--- config.mk ---
export PLATFORM = sky130hd
export DESIGN_NAME = h264_sps_resolution_parser
export DESIGN_NICKNAME = d
export VERILOG_FILES = /design/src/rtl/hsps_pkg.sv /design/src/rtl/h264_sps_resolution_parser.sv /design/src/rtl/hsps_bit_parser.sv
export SDC_FILE = /design/constraint.sdc
export NUM_CORES = 1
export LEC_CHECK = 0
export BUFFER_PORTS_ARGS = -buffer_cell sky130_fd_sc_hd__buf_2
export CAP_MARGIN = 20
export CORE_ASPECT_RATIO = 1.2
export CORE_MARGIN = 2
export CORE_UTILIZATION = 60
export CTS_BUF_LIST = sky130_fd_sc_hd__clkbuf_8
export DETAILED_ROUTE_END_ITERATION = 12
export PLACE_DENSITY = 0.79
export SYNTH_ARGS = -nofsm -noshare
export SYNTH_HDL_FRONTEND = slang
export SYNTH_SLANG_ARGS = --single-unit
--- constraint.sdc ---
create_clock -name clock -period 6.6 [get_ports clock]
set_clock_uncertainty 0.1 [all_clocks]
set_input_delay 0.99 -clock clock [delete_from_list [all_inputs] [get_ports clock]]
set_output_delay 0.99 -clock clock [all_outputs]
set_load 0.01 [all_outputs]
--- src/rtl/hsps_pkg.sv ---
// Package for the H.264 SPS resolution parser: result status codes and sizes.
// No dependencies; used by the bit parser and the top level.
package hsps_pkg;

   localparam int unsigned STATUS_W = 3;

   typedef enum logic [2:0] {
      ST_OK        = 3'd0,
      ST_PREFIX    = 3'd1,
      ST_NOT_SPS   = 3'd2,
      ST_BAD_POC   = 3'd3,
      ST_TRUNCATED = 3'd4
   } status_type;

   // Status the bit parser hands to the top level.
   typedef struct packed {
      logic       done;
      logic       failed;
      logic [7:0] sps_id;
      logic [12:0] mb_columns;
      logic [12:0] mb_rows;
   } parse_result_type;

endpackage

--- src/rtl/h264_sps_resolution_parser.sv ---
// Top level of the H.264 SPS resolution parser: byte handshake, prefix check
// and result register. Depends on hsps_pkg and hsps_bit_parser.
// Timing: a prefix byte is handled in the cycle it is accepted; a payload
// byte is accepted in S_BITS, then shifted one bit per cycle into the
// bit-serial parser in S_SHIFT, and only then is the next request taken. A
// last byte passes to S_RESP, which loads the response register, waiting
// only while the response is stalled. The one-bit field unit sets the pace.
// Reset (synchronous, active high) returns the parser to expect a new SPS.
module h264_sps_resolution_parser #(
   parameter int unsigned MAX_MB_DIM    = 4096,
   parameter int unsigned POC_CYCLE_MAX = 256
) (
   input  logic        clock,
   input  logic        reset,
   input  logic        req_tvalid,
   output logic        req_tready,
   input  logic [7:0]  req_tdata,   // [7:0] data_byte
   input  logic        req_tlast,   // last_byte
   output logic        rsp_tvalid,
   input  logic        rsp_tready,
   output logic [47:0] rsp_tdata    // [2:0] status, [10:3] sps_id,
                                    // [27:11] pic_width, [44:28] pic_height
);
   import hsps_pkg::*;

   // Prefix states, then BITS accepts a payload byte, SHIFT feeds it to the bit parser and RESP loads the response.
   typedef enum logic [2:0] {
      S_START, S_ZERO1, S_ZERO2, S_ZERO3, S_NAL, S_BITS, S_SHIFT, S_RESP
   } state_type;

   state_type           state_ff;
   logic [7:0]          shreg_ff;
   logic [2:0]          bitcnt_ff;
   logic                last_ff;
   logic [STATUS_W-1:0] err_ff;     // prefix error status, ST_OK when none
   logic                rsp_valid_ff;
   logic [47:0]         rsp_data_ff;
   logic                clear;
   logic                feeding;
   parse_result_type    pres;
   logic                past_prefix_ff;

   assign req_tready = (state_ff != S_SHIFT) && (state_ff != S_RESP);
   assign feeding    = (state_ff == S_SHIFT);
   assign rsp_tvalid = rsp_valid_ff;
   assign rsp_tdata  = rsp_data_ff;
   // The bit parser is cleared only when its result is taken into the
   // response register, so a stalled response keeps the parsed fields.
   assign clear      = (state_ff == S_RESP) && (!rsp_valid_ff || rsp_tready);

   hsps_bit_parser #(.MAX_MB_DIM(MAX_MB_DIM), .POC_CYCLE_MAX(POC_CYCLE_MAX)) u_bits (
      .clock, .reset, .clear,
      .bit_valid(feeding && err_ff == ST_OK),
      .bit_value(shreg_ff[7]),
      .result(pres)
   );

   always_ff @(posedge clock) begin
      logic [STATUS_W-1:0] st;
      logic [47:0]         rdata;
      state_type           ns;
      if (reset) begin
         state_ff <= S_START; bitcnt_ff <= '0; last_ff <= 1'b0; err_ff <= ST_OK;
         rsp_valid_ff <= 1'b0; past_prefix_ff <= 1'b0;
      end else begin
         // In S_RESP the register is either reloaded or still waiting.
         if (rsp_valid_ff && rsp_tready && state_ff != S_RESP) rsp_valid_ff <= 1'b0;
         unique case (state_ff)
            S_SHIFT: begin
               shreg_ff  <= {shreg_ff[6:0], 1'b0};
               bitcnt_ff <= bitcnt_ff + 3'd1;
               if (bitcnt_ff == 3'd7) state_ff <= last_ff ? S_RESP : S_BITS;
            end
            S_RESP: begin
               // Results wait here only while the output register is full.
               if (!rsp_valid_ff || rsp_tready) begin
                  if (err_ff != ST_OK)          st = err_ff;
                  else if (pres.failed)         st = ST_BAD_POC;
                  else if (pres.done)           st = ST_OK;
                  else if (!past_prefix_ff)     st = ST_PREFIX;
                  else                          st = ST_TRUNCATED;
                  rdata = '0;
                  rdata[2:0] = st;
                  if (st == ST_OK) begin
                     rdata[10:3]  = pres.sps_id;
                     rdata[27:11] = {pres.mb_columns, 4'd0};
                     rdata[44:28] = {pres.mb_rows, 4'd0};
                  end
                  rsp_valid_ff <= 1'b1;
                  rsp_data_ff  <= rdata;
                  state_ff <= S_START; err_ff <= ST_OK; past_prefix_ff <= 1'b0;
               end
            end
            default: begin
               if (req_tvalid) begin
                  last_ff <= req_tlast;
                  if (err_ff != ST_OK || pres.done || pres.failed) begin
                     if (req_tlast) state_ff <= S_RESP;
                  end else begin
                     ns = state_ff;
                     unique case (state_ff)
                        S_START:
                           if (req_tdata == 8'd0) ns = S_ZERO1;
                           else if (req_tdata[3:0] != 4'h7) err_ff <= ST_NOT_SPS;
                           else begin ns = S_BITS; past_prefix_ff <= 1'b1; end
                        S_ZERO1:
                           if (req_tdata == 8'd0) ns = S_ZERO2;
                           else if (req_tdata <= 8'd3) err_ff <= ST_PREFIX;
                           else err_ff <= ST_NOT_SPS;
                        S_ZERO2:
                           if (req_tdata == 8'd0) ns = S_ZERO3;
                           else err_ff <= ST_PREFIX;
                        S_ZERO3:
                           if (req_tdata == 8'd1) ns = S_NAL;
                           else err_ff <= ST_PREFIX;
                        S_NAL:
                           if (req_tdata[3:0] != 4'h7) err_ff <= ST_NOT_SPS;
                           else begin ns = S_BITS; past_prefix_ff <= 1'b1; end
                        default: begin
                           shreg_ff <= req_tdata; bitcnt_ff <= '0; ns = S_SHIFT;
                        end
                     endcase
                     if (req_tlast && state_ff != S_BITS) ns = S_RESP;
                     state_ff <= ns;
                  end
               end
            end
         endcase
      end
   end

   a_busy: assert property (@(posedge clock) disable iff (reset)
      feeding |-> !req_tready) else $error("request taken while shifting");
   a_resp_one: assert property (@(posedge clock) disable iff (reset)
      (state_ff == S_RESP && (!rsp_valid_ff || rsp_tready)) |=> rsp_tvalid)
      else $error("response lost");
   a_status: assert property (@(posedge clock) disable iff (reset)
      rsp_tvalid |-> rsp_tdata[2:0] <= ST_TRUNCATED) else $error("bad status");
endmodule

--- src/rtl/hsps_bit_parser.sv ---
// Bit-serial SPS syntax parser: one bit per cycle while bit_valid is high, through a shared field unit.
// Depends on hsps_pkg.
module hsps_bit_parser #(
   parameter int unsigned MAX_MB_DIM    = 4096,
   parameter int unsigned POC_CYCLE_MAX = 256
) (
   input  logic                      clock,
   input  logic                      reset,
   input  logic                      clear,
   input  logic                      bit_valid,
   input  logic                      bit_value,
   output hsps_pkg::parse_result_type result
);
   import hsps_pkg::*;

   typedef enum logic [4:0] {
      PH_PLB, PH_ID, PH_CHROMA, PH_RCT, PH_BDL, PH_BDC, PH_BYPASS_MATRIX,
      PH_LIST_FLAG, PH_DELTA, PH_FRAMENUM, PH_POCTYPE, PH_LSB, PH_ALWAYS0,
      PH_NONREF, PH_TOPBOT, PH_CYCLE, PH_REFOFF, PH_NUMREF, PH_GAPS,
      PH_WIDTH, PH_HEIGHT, PH_IDLE
   } phase_type;

   phase_type   phase_ff, phase_in;
   logic [5:0]  bits_left_ff, bits_left_in;
   logic [5:0]  zero_run_ff, zero_run_in;
   logic [31:0] accum_ff, accum_in;
   logic [7:0]  profile_ff, profile_in;
   logic [2:0]  list_ff, list_in;
   logic [6:0]  scale_pos_ff, scale_pos_in;
   logic [7:0]  prev_scale_ff, prev_scale_in;
   logic [8:0]  cycle_left_ff, cycle_left_in;
   logic [7:0]  id_ff, id_in;
   logic [12:0] cols_ff, cols_in, rows_ff, rows_in;
   logic        done_ff, done_in, failed_ff, failed_in;

   logic        fin;
   logic [31:0] fval;
   logic [31:0] shifted;
   logic [7:0]  d8, upcoming;
   logic [8:0]  cyc_sat;
   logic [6:0]  list_size;

   function automatic logic [5:0] fixed_len(phase_type p);
      case (p)
         PH_PLB:           fixed_len = 6'd24;
         PH_BYPASS_MATRIX: fixed_len = 6'd2;
         PH_RCT, PH_LIST_FLAG, PH_ALWAYS0, PH_GAPS: fixed_len = 6'd1;
         default:          fixed_len = 6'd0;
      endcase
   endfunction

   function automatic logic [12:0] mb_count(logic [31:0] v);
      if (v >= 32'(MAX_MB_DIM)) mb_count = 13'(MAX_MB_DIM);
      else                      mb_count = 13'(v + 32'd1);
   endfunction

   always_comb begin
      phase_type nxt;
      phase_in = phase_ff;      bits_left_in = bits_left_ff; zero_run_in = zero_run_ff;
      accum_in = accum_ff;      profile_in = profile_ff;     list_in = list_ff;
      scale_pos_in = scale_pos_ff; prev_scale_in = prev_scale_ff;
      cycle_left_in = cycle_left_ff; id_in = id_ff; cols_in = cols_ff; rows_in = rows_ff;
      done_in = done_ff; failed_in = failed_ff;
      fin = 1'b0; fval = '0; nxt = phase_ff;
      shifted = {accum_ff[30:0], bit_value};
      d8 = fval[0] ? 8'(fval[8:1] + 8'd1) : 8'(-fval[8:1]);
      upcoming = '0; cyc_sat = '0;
      list_size = (list_ff < 3'd6) ? 7'd16 : 7'd64;
      if (bit_valid && !done_ff && !failed_ff && phase_ff != PH_IDLE) begin
         if (fixed_len(phase_ff) != 6'd0) begin
            accum_in = shifted;
            if (bits_left_ff <= 6'd1) begin fin = 1'b1; fval = shifted; end
            else bits_left_in = bits_left_ff - 6'd1;
         end else if (bits_left_ff != 6'd0) begin
            accum_in = shifted;
            bits_left_in = bits_left_ff - 6'd1;
            if (bits_left_ff == 6'd1) begin fin = 1'b1; fval = shifted - 32'd1; end
         end else if (bit_value) begin
            if (zero_run_ff == 6'd0) fin = 1'b1;
            else begin accum_in = 32'd1; bits_left_in = zero_run_ff; end
         end else begin
            zero_run_in = zero_run_ff + 6'd1;
            if (zero_run_ff >= 6'd31) begin fin = 1'b1; fval = '1; end
         end
      end
      d8 = fval[0] ? 8'(fval[8:1] + 8'd1) : 8'(8'd0 - fval[8:1]);
      upcoming = prev_scale_ff + d8;
      cyc_sat = (fval > 32'(POC_CYCLE_MAX)) ? 9'(POC_CYCLE_MAX) : fval[8:0];
      if (fin) begin
         unique case (phase_ff)
            PH_PLB: begin profile_in = fval[23:16]; nxt = PH_ID; end
            PH_ID: begin
               id_in = (fval > 32'd255) ? 8'd255 : fval[7:0];
               nxt = (profile_ff == 8'd100 || profile_ff == 8'd110 ||
                      profile_ff == 8'd122 || profile_ff == 8'd144)
                     ? PH_CHROMA : PH_FRAMENUM;
            end
            PH_CHROMA: nxt = (fval == 32'd3) ? PH_RCT : PH_BDL;
            PH_RCT:    nxt = PH_BDL;
            PH_BDL:    nxt = PH_BDC;
            PH_BDC:    nxt = PH_BYPASS_MATRIX;
            PH_BYPASS_MATRIX: begin
               if (fval[0]) begin list_in = '0; nxt = PH_LIST_FLAG; end
               else nxt = PH_FRAMENUM;
            end
            PH_LIST_FLAG: begin
               if (fval[0]) begin
                  scale_pos_in = '0; prev_scale_in = 8'd8; nxt = PH_DELTA;
               end else if (list_ff == 3'd7) nxt = PH_FRAMENUM;
               else begin list_in = list_ff + 3'd1; nxt = PH_LIST_FLAG; end
            end
            PH_DELTA: begin
               if (upcoming != 8'd0) prev_scale_in = upcoming;
               scale_pos_in = scale_pos_ff + 7'd1;
               if (upcoming == 8'd0 || scale_pos_in >= list_size) begin
                  if (list_ff == 3'd7) nxt = PH_FRAMENUM;
                  else begin list_in = list_ff + 3'd1; nxt = PH_LIST_FLAG; end
               end else nxt = PH_DELTA;
            end
            PH_FRAMENUM: nxt = PH_POCTYPE;
            PH_POCTYPE: begin
               if (fval == 32'd0)      nxt = PH_LSB;
               else if (fval == 32'd1) nxt = PH_ALWAYS0;
               else if (fval == 32'd2) nxt = PH_NUMREF;
               else begin failed_in = 1'b1; nxt = PH_IDLE; end
            end
            PH_LSB:     nxt = PH_NUMREF;
            PH_ALWAYS0: nxt = PH_NONREF;
            PH_NONREF:  nxt = PH_TOPBOT;
            PH_TOPBOT:  nxt = PH_CYCLE;
            PH_CYCLE: begin
               cycle_left_in = cyc_sat;
               nxt = (cyc_sat == 9'd0) ? PH_NUMREF : PH_REFOFF;
            end
            PH_REFOFF: begin
               cycle_left_in = cycle_left_ff - 9'd1;
               nxt = (cycle_left_ff <= 9'd1) ? PH_NUMREF : PH_REFOFF;
            end
            PH_NUMREF: nxt = PH_GAPS;
            PH_GAPS:   nxt = PH_WIDTH;
            PH_WIDTH:  begin cols_in = mb_count(fval); nxt = PH_HEIGHT; end
            PH_HEIGHT: begin rows_in = mb_count(fval); done_in = 1'b1; nxt = PH_IDLE; end
            default:   nxt = PH_IDLE;
         endcase
         phase_in = nxt;
         bits_left_in = fixed_len(nxt);
         zero_run_in = '0;
         accum_in = '0;
      end
   end

   always_ff @(posedge clock) begin
      if (reset || clear) begin
         phase_ff <= PH_PLB; bits_left_ff <= 6'd24; zero_run_ff <= '0; accum_ff <= '0;
         profile_ff <= '0; list_ff <= '0; scale_pos_ff <= '0; prev_scale_ff <= 8'd8;
         cycle_left_ff <= '0; id_ff <= '0; cols_ff <= '0; rows_ff <= '0;
         done_ff <= 1'b0; failed_ff <= 1'b0;
      end else begin
         phase_ff <= phase_in; bits_left_ff <= bits_left_in; zero_run_ff <= zero_run_in;
         accum_ff <= accum_in; profile_ff <= profile_in; list_ff <= list_in;
         scale_pos_ff <= scale_pos_in; prev_scale_ff <= prev_scale_in;
         cycle_left_ff <= cycle_left_in; id_ff <= id_in; cols_ff <= cols_in;
         rows_ff <= rows_in; done_ff <= done_in; failed_ff <= failed_in;
      end
   end

   assign result = '{done: done_ff, failed: failed_ff, sps_id: id_ff,
                     mb_columns: cols_ff, mb_rows: rows_ff};

   a_done_excl: assert property (@(posedge clock) disable iff (reset)
      !(done_ff && failed_ff)) else $error("done and failed together");
   a_done_idle: assert property (@(posedge clock) disable iff (reset)
      done_ff |-> phase_ff == PH_IDLE) else $error("done outside idle");
   a_cols_range: assert property (@(posedge clock) disable iff (reset)
      done_ff |-> (cols_ff != 13'd0 && rows_ff != 13'd0)) else $error("zero size");
endmodule
==> run_results.csv <==
group,metric,value,unit
final_layout,fin_nets,1389,
pwr,p_per_area,180.5,mW/mm²
pwr,switching_power,569.7,µW
worst_setup_path,rrSetupSlack,0.61,ns
drt,ant_nets,0,
global_route,grt_pass1_vias,8870,
clock_network,clk_pin_slew,0.10,ns
worst_setup_path,reg2regPathDepth,23,
timing,fin_hold_ws,0.3504,ns
worst_hold_path,hold_path_end,"u_bits.rows_ff[4]",
timing,worst_slew_pin_slew,1.145,ns
timing,relSlewSlack,21.68,%
floorplanning,io_pins,63,
clock_network,htree_levels,4,
synth,yosys.area.top_type_share,24.63,%
global_route,grt_max_degree,78,
clock_network,cts_tree,"yes",
global_route,antenna_found_initial,0,
place,portBuffers,51,
clock_network,root_buffer,"clkbuf_8",
worst_setup_path,critPathTopFamily,"compound AO/OA/AOI/OAI gates",
pwr,clock_power_share,37.4,%
worst_setup_path,max_stage_delay,0.69,ns
synth,seq_area_frac_synth,37.42,%
drt,drt_iter0_markers,1058,
worst_hold_path,hp-start,"u_bits.rows_ff[4]",
final_layout,syn2layout_area_growth,7.306,%
drt,wl_per_cell,17.06,µm
synth,ys_ff_latch,175,
synth,yosysTopAreaCell,"dfxtp_1",
timing,final.setup.tns,0,ns
floorplanning,die_area,0.01869,mm²
clock_network,clkLatencyLatePin,0.48,ns
timing,fin_crit,5.990,ns
timing,setup_violations,0,
floorplanning,std_cell_rows,53,
worst_setup_path,critPathArrivalTime,6.29,ns
worst_setup_path,path_buf_inv,1,
synth,syn_inst,1339,
worst_setup_path,critPathLaunchType,"register",
synth,synth.avg_cell_area,7.891,µm²
worst_setup_path,crit_chain,"xor2_1, o32a_1, a21oi_1, a22o_1, nand2_1, inv_1, ha_1, nand2_1, nand2_1, o21a_1, o22ai_1, ha_1, a21oi_1, o211ai_1, a21o_1, a21oi_1, xnor3_1, xnor2_1, nor3_1, a211oi_1, nand2_1, mux2_2, o211ai_2",
synth,yosysWarnings,0,
worst_setup_path,crit_type,"reg -> reg",
synth,synthFlopType,"dfxtp_1",
global_route,track_usage,28.43,%
final_layout,drive_gt1_share,9.787,%
synth,synth.cell_area,0.01057,mm²
status,outcome,"finished clean",
worst_setup_path,worstSetupEndpointType,"register",
clock_network,post_cts_buffers,0,
worst_setup_path,worstPathMaxFanout,17,
place,dp_hpwl,19530,µm
clock_network,numCtsBuffers,17,
pwr,p_sw_share,27.84,%
timing,fmax,166.9,MHz
timing,slew_viol_final,0,
drt,routed_wl,26940,µm
worst_setup_path,r2r_start,"u_bits.phase_ff[3]",
pwr,internal-power,1.477,mW
drt,num_vias,9903,
clock_network,clock-sinks,175,
worst_hold_path,hold_depth,2,
place,gp_congestion,1.002,
drt,drc_errors,0,
timing,layout_worst_path_cycle_share,90.76,%
worst_setup_path,crit_top_cell,"nand2_1",
run,max-cap-violations,0,
synth,synth_area_leaders,"dfxtp_1 (25%), edfxtp_1 (13%), nor2_1 (6.4%)",
final_layout,layout_common_cells,"nor2_1 (179), nand2_1 (160), dfxtp_1 (130), a21oi_1 (110), o21ai_0 (70)",
pwr,ir_worst_vdd,0.1217,mV
timing,hold_viol,0,
drt,viasPerCell,6.272,
drt,drt_pass1_iterations,8,
floorplanning,fp.dieH,149.4,µm
final_layout,final_common_cell,"nor2_1",
global_route,grt_overflow,0,
timing,rsz0062_at_grt,"no",
worst_hold_path,hold_class,"reg -> reg",
floorplanning,core,0.01737,mm²
final_layout,antenna_cells,0,
synth,async_reset_ff_share,0,%
pwr,pwr-share-seq,55.1,%
clock_network,cts_buffer_depth,2,
global_route,grt_first_pass_wirelength,43860,µm
pwr,p_leak,4.236,nW
worst_setup_path,crit_required,6.90,ns
pwr,comb_power_share,7.5,%
floorplanning,die_w,125.1,µm
synth,synth_cell_types,88,
worst_setup_path,crit_slowest_cell,"dfxtp_1",
synth,synth_edf_count,45,
floorplanning,start_util,60.82,%
worst_setup_path,worstReg2RegEnd,"u_bits.bits_left_ff[0]",
==> worst reg2reg max path: stages (launching register included) <==
cell and delay [ns]:
dfxtp_1 0.69, xor2_1 0.27, o32a_1 0.37, a21oi_1 0.14, a22o_1 0.27, nand2_1 0.26
inv_1 0.16, ha_1 0.25, nand2_1 0.07, nand2_1 0.07, o21a_1 0.18, o22ai_1 0.13
ha_1 0.28, a21oi_1 0.23, o211ai_1 0.18, a21o_1 0.20, a21oi_1 0.17, xnor3_1 0.34
xnor2_1 0.18, nor3_1 0.55, a211oi_1 0.15, nand2_1 0.14, mux2_2 0.35, o211ai_2 0.17
==> metrics by stage <==
step | area (µm²) | power [mW] | setup slack [ns] | util (%) | cells
after floorplan | 10600 | 1.270 | 0.9964 | - | 1349
after global placement | 10930 | 1.301 | 0.7826 | 62.88 | 1547
after detailed placement | 10930 | 1.304 | 0.5944 | 62.88 | 1547
after CTS | 11330 | 2.057 | 0.5642 | 65.22 | 1579
after global routing | 11340 | 2.122 | 0.1355 | 65.26 | 1579
final | 11340 | 2.047 | 0.6098 | 65.26 | 1579
==> worst max-delay path by stage <==
stage                            start                endpoint  slack [ns]  cells past startpoint
floorplan           u_bits.phase_ff[0]  u_bits.bits_left_ff[0]         1.0                     25
finish              u_bits.phase_ff[3]  u_bits.bits_left_ff[0]        0.61                     23
CTS                 u_bits.phase_ff[3]  u_bits.bits_left_ff[0]        0.56                     21
detailed placement  u_bits.phase_ff[3]  u_bits.bits_left_ff[0]        0.59                     21
global route        u_bits.phase_ff[3]  u_bits.bits_left_ff[0]        0.14                     22
global placement    u_bits.phase_ff[3]  u_bits.bits_left_ff[0]        0.78                     20
==> power groups by stage <==
stage / sequential (mW) / clock [mW] / combinational [mW]
2_1_floorplan: 1.14 / 0 / 0.131
3_5_place_dp: 1.15 / 0 / 0.152
5_1_grt: 1.13 / 0.818 / 0.174
6_report: 1.13 / 0.766 / 0.154
4_1_cts: 1.13 / 0.778 / 0.153
3_3_place_gp: 1.15 / 0 / 0.150
==> cells in the mapped netlist (all sizes together), types with 5 or more instances <==
master  count
o32ai       5
nor3       48
nand3      44
o31ai       6
nand2b      9
xnor2      26
a21oi     110
a31oi       8
nand2     160
o21ai      72
nand4b      5
edfxtp     45
dfxtp     130
nor2b       9
xor2       18
o22ai       6
or2         5
nand4      13
or3        16
o21a        6
nand3b      6
clkbuf     71
or4        10
a22oi      41
inv        36
mux2i       5
and3        6
a21o       10
o211ai      7
a311oi     13
and2       40
nor4       29
ha         29
nor2      179
buf        25
a211oi     25
==> cell families (layout without fill, tap and decap cells) <==
group / Yosys count / count (layout) / synth area share, %
AND/OR/NAND/NOR: 593 / 593 / 27.08
AO/OA/AOI/OAI: 357 / 357 / 22.13
flip-flops: 175 / 175 / 37.42
buffers and inverters: 132 / 142 / 5.269
XOR/XNOR: 45 / 45 / 3.860
adder cells (fa/ha/maj): 30 / 30 / 3.623
multiplexers: 6 / 6 / 0.5802
other: 1 / 11 / 0.03549
==> sequential cells by signal, indices dropped and copies added (netlist names), 6 cells and up <==
| signal | count |
|---|---|
| u_bits.profile_ff | 8 |
| u_bits.zero_run_ff | 6 |
| u_bits.scale_pos_ff | 7 |
| u_bits.rows_ff | 13 |
| rsp_tdata | 37 |
| u_bits.accum_ff | 31 |
| u_bits.prev_scale_ff | 8 |
| u_bits.id_ff | 8 |
| shreg_ff | 8 |
| u_bits.bits_left_ff | 6 |
| u_bits.cycle_left_ff | 9 |
| u_bits.cols_ff | 13 |
==> area by class of cell <==
cell class | count | area, µm²
multi-input cells | 1042 | 6140
fillers | 1531 | 6036
flip-flops and latches | 175 | 3954
repair buffers | 74 | 427.9
well taps | 220 | 275.3
clock buffers | 17 | 234.0
clock inverters | 15 | 172.7
inverters | 36 | 135.1
==> repair_timing <==
item                       CTS  global route
setup endpoints to repair    0             2
resized for setup            0             1
hold buffers                 0             0
==> routing by layer <==
metal  vias up  global-route usage (%)  part of all wire [%]
met5         -                       0                     0
met4         0                   12.39                   3.6
met3        68                   3.802                   6.8
met2       414                   48.10                    47
met1      4586                   36.58                    42
li1       4835                       -                     -
No activity file was read; power rests on OpenSTA's default activity.
